--- config.mk ---
export PLATFORM = sky130hd
export DESIGN_NAME = ordered_value_list_core
export DESIGN_NICKNAME = d
export VERILOG_FILES = /design/src/sv/olist_pkg.sv /design/src/sv/olist_cell.sv /design/src/sv/ordered_value_list_core.sv
export VERILOG_INCLUDE_DIRS = /design/src /design/src/sv
export SDC_FILE = /design/constraint.sdc
export NUM_CORES = 1
export LEC_CHECK = 0
export BUFFER_PORTS_ARGS = -buffer_cell sky130_fd_sc_hd__buf_2
export CAP_MARGIN = 40
export CORE_MARGIN = 4
export CORE_UTILIZATION = 58
export CTS_CLUSTER_DIAMETER = 100
export DETAILED_ROUTE_END_ITERATION = 7
export GPL_TIMING_DRIVEN = 0
export PLACE_DENSITY = 0.82
export SYNTH_ARGS = -nofsm -noshare
export SYNTH_HDL_FRONTEND = slang
export SYNTH_SLANG_ARGS = --single-unit
--- constraint.sdc ---
create_clock -name clk -period 5.7 [get_ports clk]
set_clock_uncertainty 0.05 [all_clocks]
set_input_delay 0.855 -clock clk [delete_from_list [all_inputs] [get_ports clk]]
set_output_delay 0.855 -clock clk [all_outputs]
set_load 0.03 [all_outputs]
--- src/sv/ordered_value_list_core_assert.svh ---
// Assertion macros for the ordered value list core.
// OVL_ASSERT_IMPL: same-cycle implication, OVL_ASSERT_NEXT: next-cycle implication.
`ifndef ORDERED_VALUE_LIST_CORE_ASSERT_SVH
`define ORDERED_VALUE_LIST_CORE_ASSERT_SVH

`ifndef SYNTHESIS

`define OVL_ASSERT_IMPL(lbl, ck, rn, ante, cons) \
  lbl: assert property (@(posedge ck) disable iff (!rn) (ante) |-> (cons)) \
    else $error("ordered_value_list_core: assertion failed");

`define OVL_ASSERT_NEXT(lbl, ck, rn, ante, cons) \
  lbl: assert property (@(posedge ck) disable iff (!rn) (ante) |=> (cons)) \
    else $error("ordered_value_list_core: assertion failed");

`else

`define OVL_ASSERT_IMPL(lbl, ck, rn, ante, cons)

`define OVL_ASSERT_NEXT(lbl, ck, rn, ante, cons)

`endif

`endif

--- src/sv/olist_pkg.sv ---
`timescale 1ns / 1ps
package olist_pkg;

  localparam int VALUE_W = 32;
  localparam int COUNT_W = 5;

  typedef enum logic [1:0] {
    CMD_APPEND = 2'd0,
    CMD_SEARCH = 2'd1,
    CMD_DELETE = 2'd2,
    CMD_CLEAR  = 2'd3
  } cmd_t;

  typedef struct packed {
    cmd_t                      cmd;
    logic signed [VALUE_W-1:0] value;
  } in_item_t;

  typedef struct packed {
    logic               found;
    logic               status;
    logic [COUNT_W-1:0] count;
  } out_item_t;

  typedef enum logic [1:0] {
    S_IDLE,
    S_SCAN,
    S_PACK
  } state_t;

  // Control broadcast from the sequencer to every cell.
  typedef struct packed {
    logic load;   // capture match flags against the key
    logic write;  // append the key at the tail cell
    logic pack;   // one compaction step
  } cell_ctl_t;

endpackage

--- src/sv/olist_cell.sv ---
`timescale 1ns / 1ps
module olist_cell #(
  parameter int IDX   = 0,
  parameter int CNT_W = 5
) (
  input  logic                               clk,
  input  olist_pkg::cell_ctl_t               ctl,
  input  logic [olist_pkg::VALUE_W-1:0]      key,
  input  logic [CNT_W-1:0]                   count,
  input  logic [olist_pkg::VALUE_W-1:0]      nb_value,
  input  logic                               nb_hole,
  input  logic                               nb_occ,
  input  logic                               left_take,
  output logic [olist_pkg::VALUE_W-1:0]      value_o,
  output logic                               hole_o,
  output logic                               occ_o,
  output logic                               take_o,
  output logic                               pend_o,
  output logic                               top_o
);
  import olist_pkg::*;

  logic [VALUE_W-1:0] value_r;
  logic               hole_r;
  logic               occ;
  logic               wr_hit;

  assign occ    = count > CNT_W'(IDX);
  assign wr_hit = ctl.write && (count == CNT_W'(IDX));
  // Pull the right neighbor's entry into this hole.
  assign take_o = ctl.pack && hole_r && occ && !nb_hole && nb_occ;
  assign pend_o = hole_r && occ;
  assign top_o  = hole_r && (count == CNT_W'(IDX + 1));

  always_ff @(posedge clk) begin
    if (ctl.load) begin
      hole_r <= occ && (value_r == key);
    end else if (take_o) begin
      hole_r <= 1'b0;
    end else if (left_take) begin
      hole_r <= 1'b1;
    end
    if (wr_hit) begin
      value_r <= key;
    end else if (take_o) begin
      value_r <= nb_value;
    end
  end

  assign value_o = value_r;
  assign hole_o  = hole_r;
  assign occ_o   = occ;

endmodule

--- src/sv/ordered_value_list_core.sv ---
`timescale 1ns / 1ps
// Ordered value list: up to CAPACITY 32-bit values kept in insertion order.
// Input channel: in_data (cmd, value) transfers at a clock edge where start
// is high and busy is low. Commands: append, search, delete all matches, clear.
// Result channel: out_data (found, status, count) is shown for exactly one
// cycle with out_strobe high; the receiver cannot stall, so each result is
// taken in the cycle it appears. One result per command.
// Path from the accepting edge to the strobe:
//   append, clear: the result register alone; the next command may start at once.
//   search: match capture in every cell, then the found reduction.
//   delete: capture, then the result when nothing matches; otherwise each compaction step
//   moves every hole that has an entry on its right one cell toward the tail
//   and drops a hole sitting at the tail. The delete reports once no hole is
//   left among the entries, with busy high until then. The rate is
//   set by this neighbor-to-neighbor hole movement along the cell row.
// busy is high while a search or delete is in flight.
// Reset (rst_n low, synchronous) empties the list and drops any pending
// result; stored values are not cleared, entries beyond the count are never
// read.
`include "ordered_value_list_core_assert.svh"
module ordered_value_list_core #(
  parameter int CAPACITY = 16
) (
  input  logic                  clk,
  input  logic                  rst_n,
  input  logic                  start,
  output logic                  busy,
  input  olist_pkg::in_item_t   in_data,
  output logic                  out_strobe,
  output olist_pkg::out_item_t  out_data
);
  import olist_pkg::*;

  localparam int CNT_W = $clog2(CAPACITY + 1);

  state_t             state_r, state_nxt;
  logic [CNT_W-1:0]   count_r, count_nxt;
  logic               found_r, found_nxt;
  logic               out_strobe_r, out_strobe_nxt;
  out_item_t          out_data_r, out_data_nxt;
  cell_ctl_t          ctl;
  logic               emit_found;
  logic               emit_status;
  logic [CNT_W+4:0]   cnt_ext;

  logic [VALUE_W-1:0] cell_val  [CAPACITY];
  logic [CAPACITY-1:0] cell_hole;
  logic [CAPACITY-1:0] cell_occ;
  logic [CAPACITY-1:0] cell_take;
  logic [CAPACITY-1:0] cell_pend;
  logic [CAPACITY-1:0] cell_top;
  logic                any_pend;
  logic                top_hole;
  logic                accept;

  // Row of cells; each reads its right neighbor's value and flags and its left neighbor's take flag.
  for (genvar i = 0; i < CAPACITY; i++) begin : g_cell
    logic [VALUE_W-1:0] nb_value;
    logic               nb_hole;
    logic               nb_occ;
    logic               left_take;

    if (i == CAPACITY - 1) begin : g_last
      assign nb_value = '0;
      assign nb_hole  = 1'b1;
      assign nb_occ   = 1'b0;
    end else begin : g_mid
      assign nb_value = cell_val[i+1];
      assign nb_hole  = cell_hole[i+1];
      assign nb_occ   = cell_occ[i+1];
    end

    if (i == 0) begin : g_first
      assign left_take = 1'b0;
    end else begin : g_rest
      assign left_take = cell_take[i-1];
    end

    olist_cell #(
      .IDX   (i),
      .CNT_W (CNT_W)
    ) u_cell (
      .clk       (clk),
      .ctl       (ctl),
      .key       (in_data.value),
      .count     (count_r),
      .nb_value  (nb_value),
      .nb_hole   (nb_hole),
      .nb_occ    (nb_occ),
      .left_take (left_take),
      .value_o   (cell_val[i]),
      .hole_o    (cell_hole[i]),
      .occ_o     (cell_occ[i]),
      .take_o    (cell_take[i]),
      .pend_o    (cell_pend[i]),
      .top_o     (cell_top[i])
    );
  end

  assign any_pend = |cell_pend;
  assign top_hole = |cell_top;
  assign accept   = start && (state_r == S_IDLE);
  assign busy     = (state_r != S_IDLE);

  // Count field carries the low bits of the entry count.
  assign cnt_ext = {5'b0, count_nxt};

  always_ff @(posedge clk) begin
    if (!rst_n) begin
      state_r      <= S_IDLE;
      count_r      <= '0;
      found_r      <= 1'b0;
      out_strobe_r <= 1'b0;
    end else begin
      state_r      <= state_nxt;
      count_r      <= count_nxt;
      found_r      <= found_nxt;
      out_strobe_r <= out_strobe_nxt;
    end
  end

  always_ff @(posedge clk) begin
    out_data_r <= out_data_nxt;
  end

  always_comb begin
    state_nxt      = state_r;
    count_nxt      = count_r;
    found_nxt      = found_r;
    out_strobe_nxt = 1'b0;
    ctl            = '0;
    emit_found     = 1'b0;
    emit_status    = 1'b0;
    case (state_r)
      S_IDLE: begin
        if (start) begin
          case (in_data.cmd)
            CMD_APPEND: begin
              out_strobe_nxt = 1'b1;
              if (count_r >= CNT_W'(CAPACITY)) begin
                emit_status = 1'b1;
              end else begin
                ctl.write = 1'b1;
                count_nxt = count_r + CNT_W'(1);
              end
            end
            CMD_SEARCH: begin
              ctl.load  = 1'b1;
              state_nxt = S_SCAN;
            end
            CMD_DELETE: begin
              ctl.load  = 1'b1;
              found_nxt = 1'b0;
              state_nxt = S_PACK;
            end
            CMD_CLEAR: begin
              count_nxt      = '0;
              out_strobe_nxt = 1'b1;
            end
            default: begin
              state_nxt = S_IDLE;
            end
          endcase
        end
      end
      S_SCAN: begin
        // Reduce the captured match flags and report.
        emit_found     = any_pend;
        out_strobe_nxt = 1'b1;
        state_nxt      = S_IDLE;
      end
      S_PACK: begin
        if (any_pend) begin
          // Advance holes toward the tail; drop the one at the tail.
          ctl.pack  = 1'b1;
          found_nxt = 1'b1;
          if (top_hole) begin
            count_nxt = count_r - CNT_W'(1);
          end
        end else begin
          emit_found     = found_r;
          out_strobe_nxt = 1'b1;
          state_nxt      = S_IDLE;
        end
      end
      default: begin
        state_nxt = S_IDLE;
      end
    endcase
    out_data_nxt.found  = emit_found;
    out_data_nxt.status = emit_status;
    out_data_nxt.count  = cnt_ext[COUNT_W-1:0];
  end

  assign out_strobe = out_strobe_r;
  assign out_data   = out_data_r;

  `OVL_ASSERT_IMPL(a_count_bound, clk, rst_n, 1'b1, count_r <= CNT_W'(CAPACITY))
  `OVL_ASSERT_IMPL(a_strobe_idle, clk, rst_n, out_strobe, state_r == S_IDLE)
  `OVL_ASSERT_NEXT(a_append_grows, clk, rst_n,
                   accept && in_data.cmd == CMD_APPEND && count_r < CNT_W'(CAPACITY),
                   count_r == $past(count_r) + CNT_W'(1))
  `OVL_ASSERT_NEXT(a_pack_shrinks, clk, rst_n, state_r == S_PACK,
                   count_r <= $past(count_r))

endmodule

==> out/metrics.cfg <==
[critical_path]
max_stage_delay_ns = 0.90
crit_chain = buf_2, buf_1, inv_1, ha_1, clkbuf_1, o21ba_2, o21ai_0, nand2_1, a221oi_2, nand2_2, nand2_1, o31ai_4, buf_8, buf_8
cp.required_ns = 6.00
endpoint_kind = register
slowest_stage = o31ai_4
cp_max_fo = 13
start_kind = register
cp.arrival_ns = 5.36
critPathKind = reg2reg

[final_layout]
finalInstanceArea_mm2 = 0.0334
area_growth_pct = 12.1
final_cell_mix = edfxtp_1 (528), mux2_2 (480), xnor2_1 (304)
num_antenna_cells = 0
stdcell_count = 3060
nets = 2391
final_core_util_pct = 66.1
drive_above_1_share_pct = 29.6
layout_commonest_cell = edfxtp_1

[clock_network]
postCtsHoldBufs = 0
cts_root_buf = clkbuf_16
clk_pin_slew_ns = 0.07
cts_tree = done
cts_buffer_depth = 3
cts_sinks = 544
cts_inserted_buffers = 58
cts_setup_buffers = 0
cts_max_level = 2
clk_latency_ns = 0.65
postCtsResizedCells = 0

[floorplan]
dieArea_mm2 = 0.0550
core_mm2 = 0.0505
rows = 82
boundaryPins = 46
start_util_pct = 58.9
die_w_um = 234
die_h_um = 234

[placement]
postPlaceCellArea_mm2 = 0.0314
io_buffers = 44
place.gp.congestion = 1.01
dp_cells = 2951
place_ws_ns = 0.752
dp_hpwl_mm = 80.7

[route]
routedWlPerCell_um = 33.1
drt-initial-drc-count = 2517
drc_errors = 0
drtPass1Iterations = 5
via_per_inst = 6.49
dr_total_vias = 19800
ant_nets = 0
wirelength_mm = 101

[synthesis]
synth_flop_cell = edfxtp_1
ys_seq_area_share_pct = 54.4
synth_cell_types = 70
syn-num-nets = 2244
syn_area_mm2 = 0.0298
synthCells = 2194
synth_edf_count = 528
async_reset_ff_share_pct = 0
ys_warn_count = 0
ys_ff_latch = 544
syn_area_per_cell_um2 = 13.6

[timing]
finalCritPeriodShare_pct = 88.8
slew_headroom_pct = 34.4
setup_viol = 0
hold_viol_final = 0
grt_setup_unrepaired = false
tightest_slew_ns = 0.975
finalMaxSlewViolations = 0
fmax_ghz = 0.198
setup_ws_ns = 0.641
min_period_ns = 5.06

[pwr]
p_int_mw = 6.71
power_mw = 8.92
p_leak_nw = 10.9
pwr-share-comb_pct = 7.8
power_density_mw_per_mm2 = 267
swShare_pct = 24.8
p_seq_share_pct = 48.9
vdd_drop_max_mv = 0.221
clkPwrFrac_pct = 43.3
switchingPower_mw = 2.21

[grt]
grt.total_usage_pct = 36.7
antenna_found_initial = 2
first_global_vias = 19400
grt_max_degree = 33
grt_pass1_wl_mm = 142
grt-ovfl-total = 0

[outcome]
outcome = complete, no violations

[worst_hold_path]
min_path_type = in2reg

[job]
cap_violations = 0

-- flip-flops by register name, indices dropped and copies added (netlist names) --
name                   count
g_cell.u_cell.hole_o      16
count_r                    5
out_data                   7
found_r                    1
state_r                    2
out_strobe                 1
g_cell.u_cell.value_o    512
-- kinds of logic after synthesis --
| group | count (synthesis) | synth area share, % |
|---|---|---|
| adders and majority gates | 13 | 0.547 |
| and+or+nand+nor | 319 | 6.00 |
| muxes | 483 | 18.4 |
| xor gates and xnor gates | 513 | 15.1 |
| buffers and inverters | 219 | 2.89 |
| AOI/OAI and AO/OA | 103 | 2.74 |
| DFF | 544 | 54.4 |
-- layout make-up --
type | count | area, um^2
well taps | 672 | 841
fillers | 3816 | 17100
clock buffers | 63 | 1490
plain buffers | 199 | 783
flip-flops and latches | 544 | 16200
multi-input cells | 1431 | 12800
clock inverters | 44 | 404
repair buffers | 87 | 787
inverters | 20 | 75.1
-- per-stage QoR --
stage / hold slack [ns] / TNS [ns]
final: 0.347 / 0
after global routing: 0.348 / 0
after CTS: 0.325 / 0
after detailed placement: 0.435 / 0
after global placement: 0.430 / -182.12
after floorplan: 0.412 / 0
-- routing by layer --
metal / part of all wire (%) / up-vias / track usage, %
li1: - / 8389 / -
met1: 40 / 10100 / 51.3
met2: 45 / 1195 / 56.9
met3: 12 / 157 / 10.2
met4: 3.2 / 8 / 10.3
met5: 0.046 / - / 0
-- worst paths after layout --
| kind | to | slack, ns | startpoint | depth (start not counted) |
|---|---|---|---|---|
| worst max-delay path | g_cell[13].u_cell.value_o[15] | 0.64 | count_r[1] | 14 |
| worst min-delay path | g_cell[15].u_cell.value_o[3] | 0.35 | in_data[3] | 1 |
| worst max register to register | g_cell[13].u_cell.value_o[15] | 0.64 | count_r[1] | 14 |
| worst min register to register | found_r | 0.45 | found_r | 1 |
-- critical path, delay by kind of cell (launching register included) --
kind | cells | cell delay (ns)
buffers and inverters | 6 | 1.54
AOI/OAI and AO/OA | 4 | 1.66
adders and majority gates | 1 | 0.22
and+or+nand+nor | 3 | 0.90
DFF | 1 | 0.37
-- power by group through the flow --
stage / Combinational, mW / Sequential (mW) / Clock, mW
floorplan: 0.357 / 4.45 / 0
global placement: 0.637 / 4.45 / 0
detailed placement: 0.667 / 4.45 / 0
CTS: 0.672 / 4.36 / 3.86
global route: 0.712 / 4.36 / 4.02
finish: 0.698 / 4.36 / 3.86
-- synth_stat cells, types with 3 or more instances --
| cell type | instances | share of area [%] |
|---|---|---|
| a31o_1 | 3 | 0.088 |
| xnor2_1 | 304 | 8.9 |
| a32o_1 | 4 | 0.13 |
| nor4_1 | 69 | 1.5 |
| o41ai_1 | 4 | 0.12 |
| nand2b_1 | 6 | 0.13 |
| nand3_1 | 30 | 0.50 |
| o211a_1 | 3 | 0.10 |
| nor2_1 | 19 | 0.24 |
| nand2_1 | 52 | 0.66 |
| and2_1 | 6 | 0.13 |
| ha_1 | 13 | 0.55 |
| o211ai_1 | 3 | 0.076 |
| a41o_1 | 5 | 0.17 |
| nand4_1 | 82 | 1.7 |
| buf_2 | 11 | 0.19 |
| clkbuf_1 | 133 | 1.7 |
| a41oi_1 | 3 | 0.088 |
| nor2b_1 | 3 | 0.063 |
| o21ai_0 | 19 | 0.32 |
| mux2_2 | 480 | 18 |
| buf_1 | 52 | 0.66 |
| o21a_1 | 3 | 0.076 |
| edfxtp_1 | 528 | 53 |
| or2_2 | 3 | 0.063 |
| dfxtp_1 | 16 | 1.1 |
| nor3_1 | 25 | 0.42 |
| nand3b_1 | 4 | 0.10 |
| a21oi_1 | 14 | 0.24 |
| nor3b_1 | 3 | 0.076 |
| and3_1 | 6 | 0.13 |
| buf_6 | 3 | 0.11 |
| xor2_1 | 209 | 6.2 |
| a21oi_2 | 5 | 0.15 |
| a31oi_1 | 6 | 0.13 |
| inv_1 | 19 | 0.24 |
| a211o_1 | 4 | 0.12 |
(Power assumes the default switching activity.)
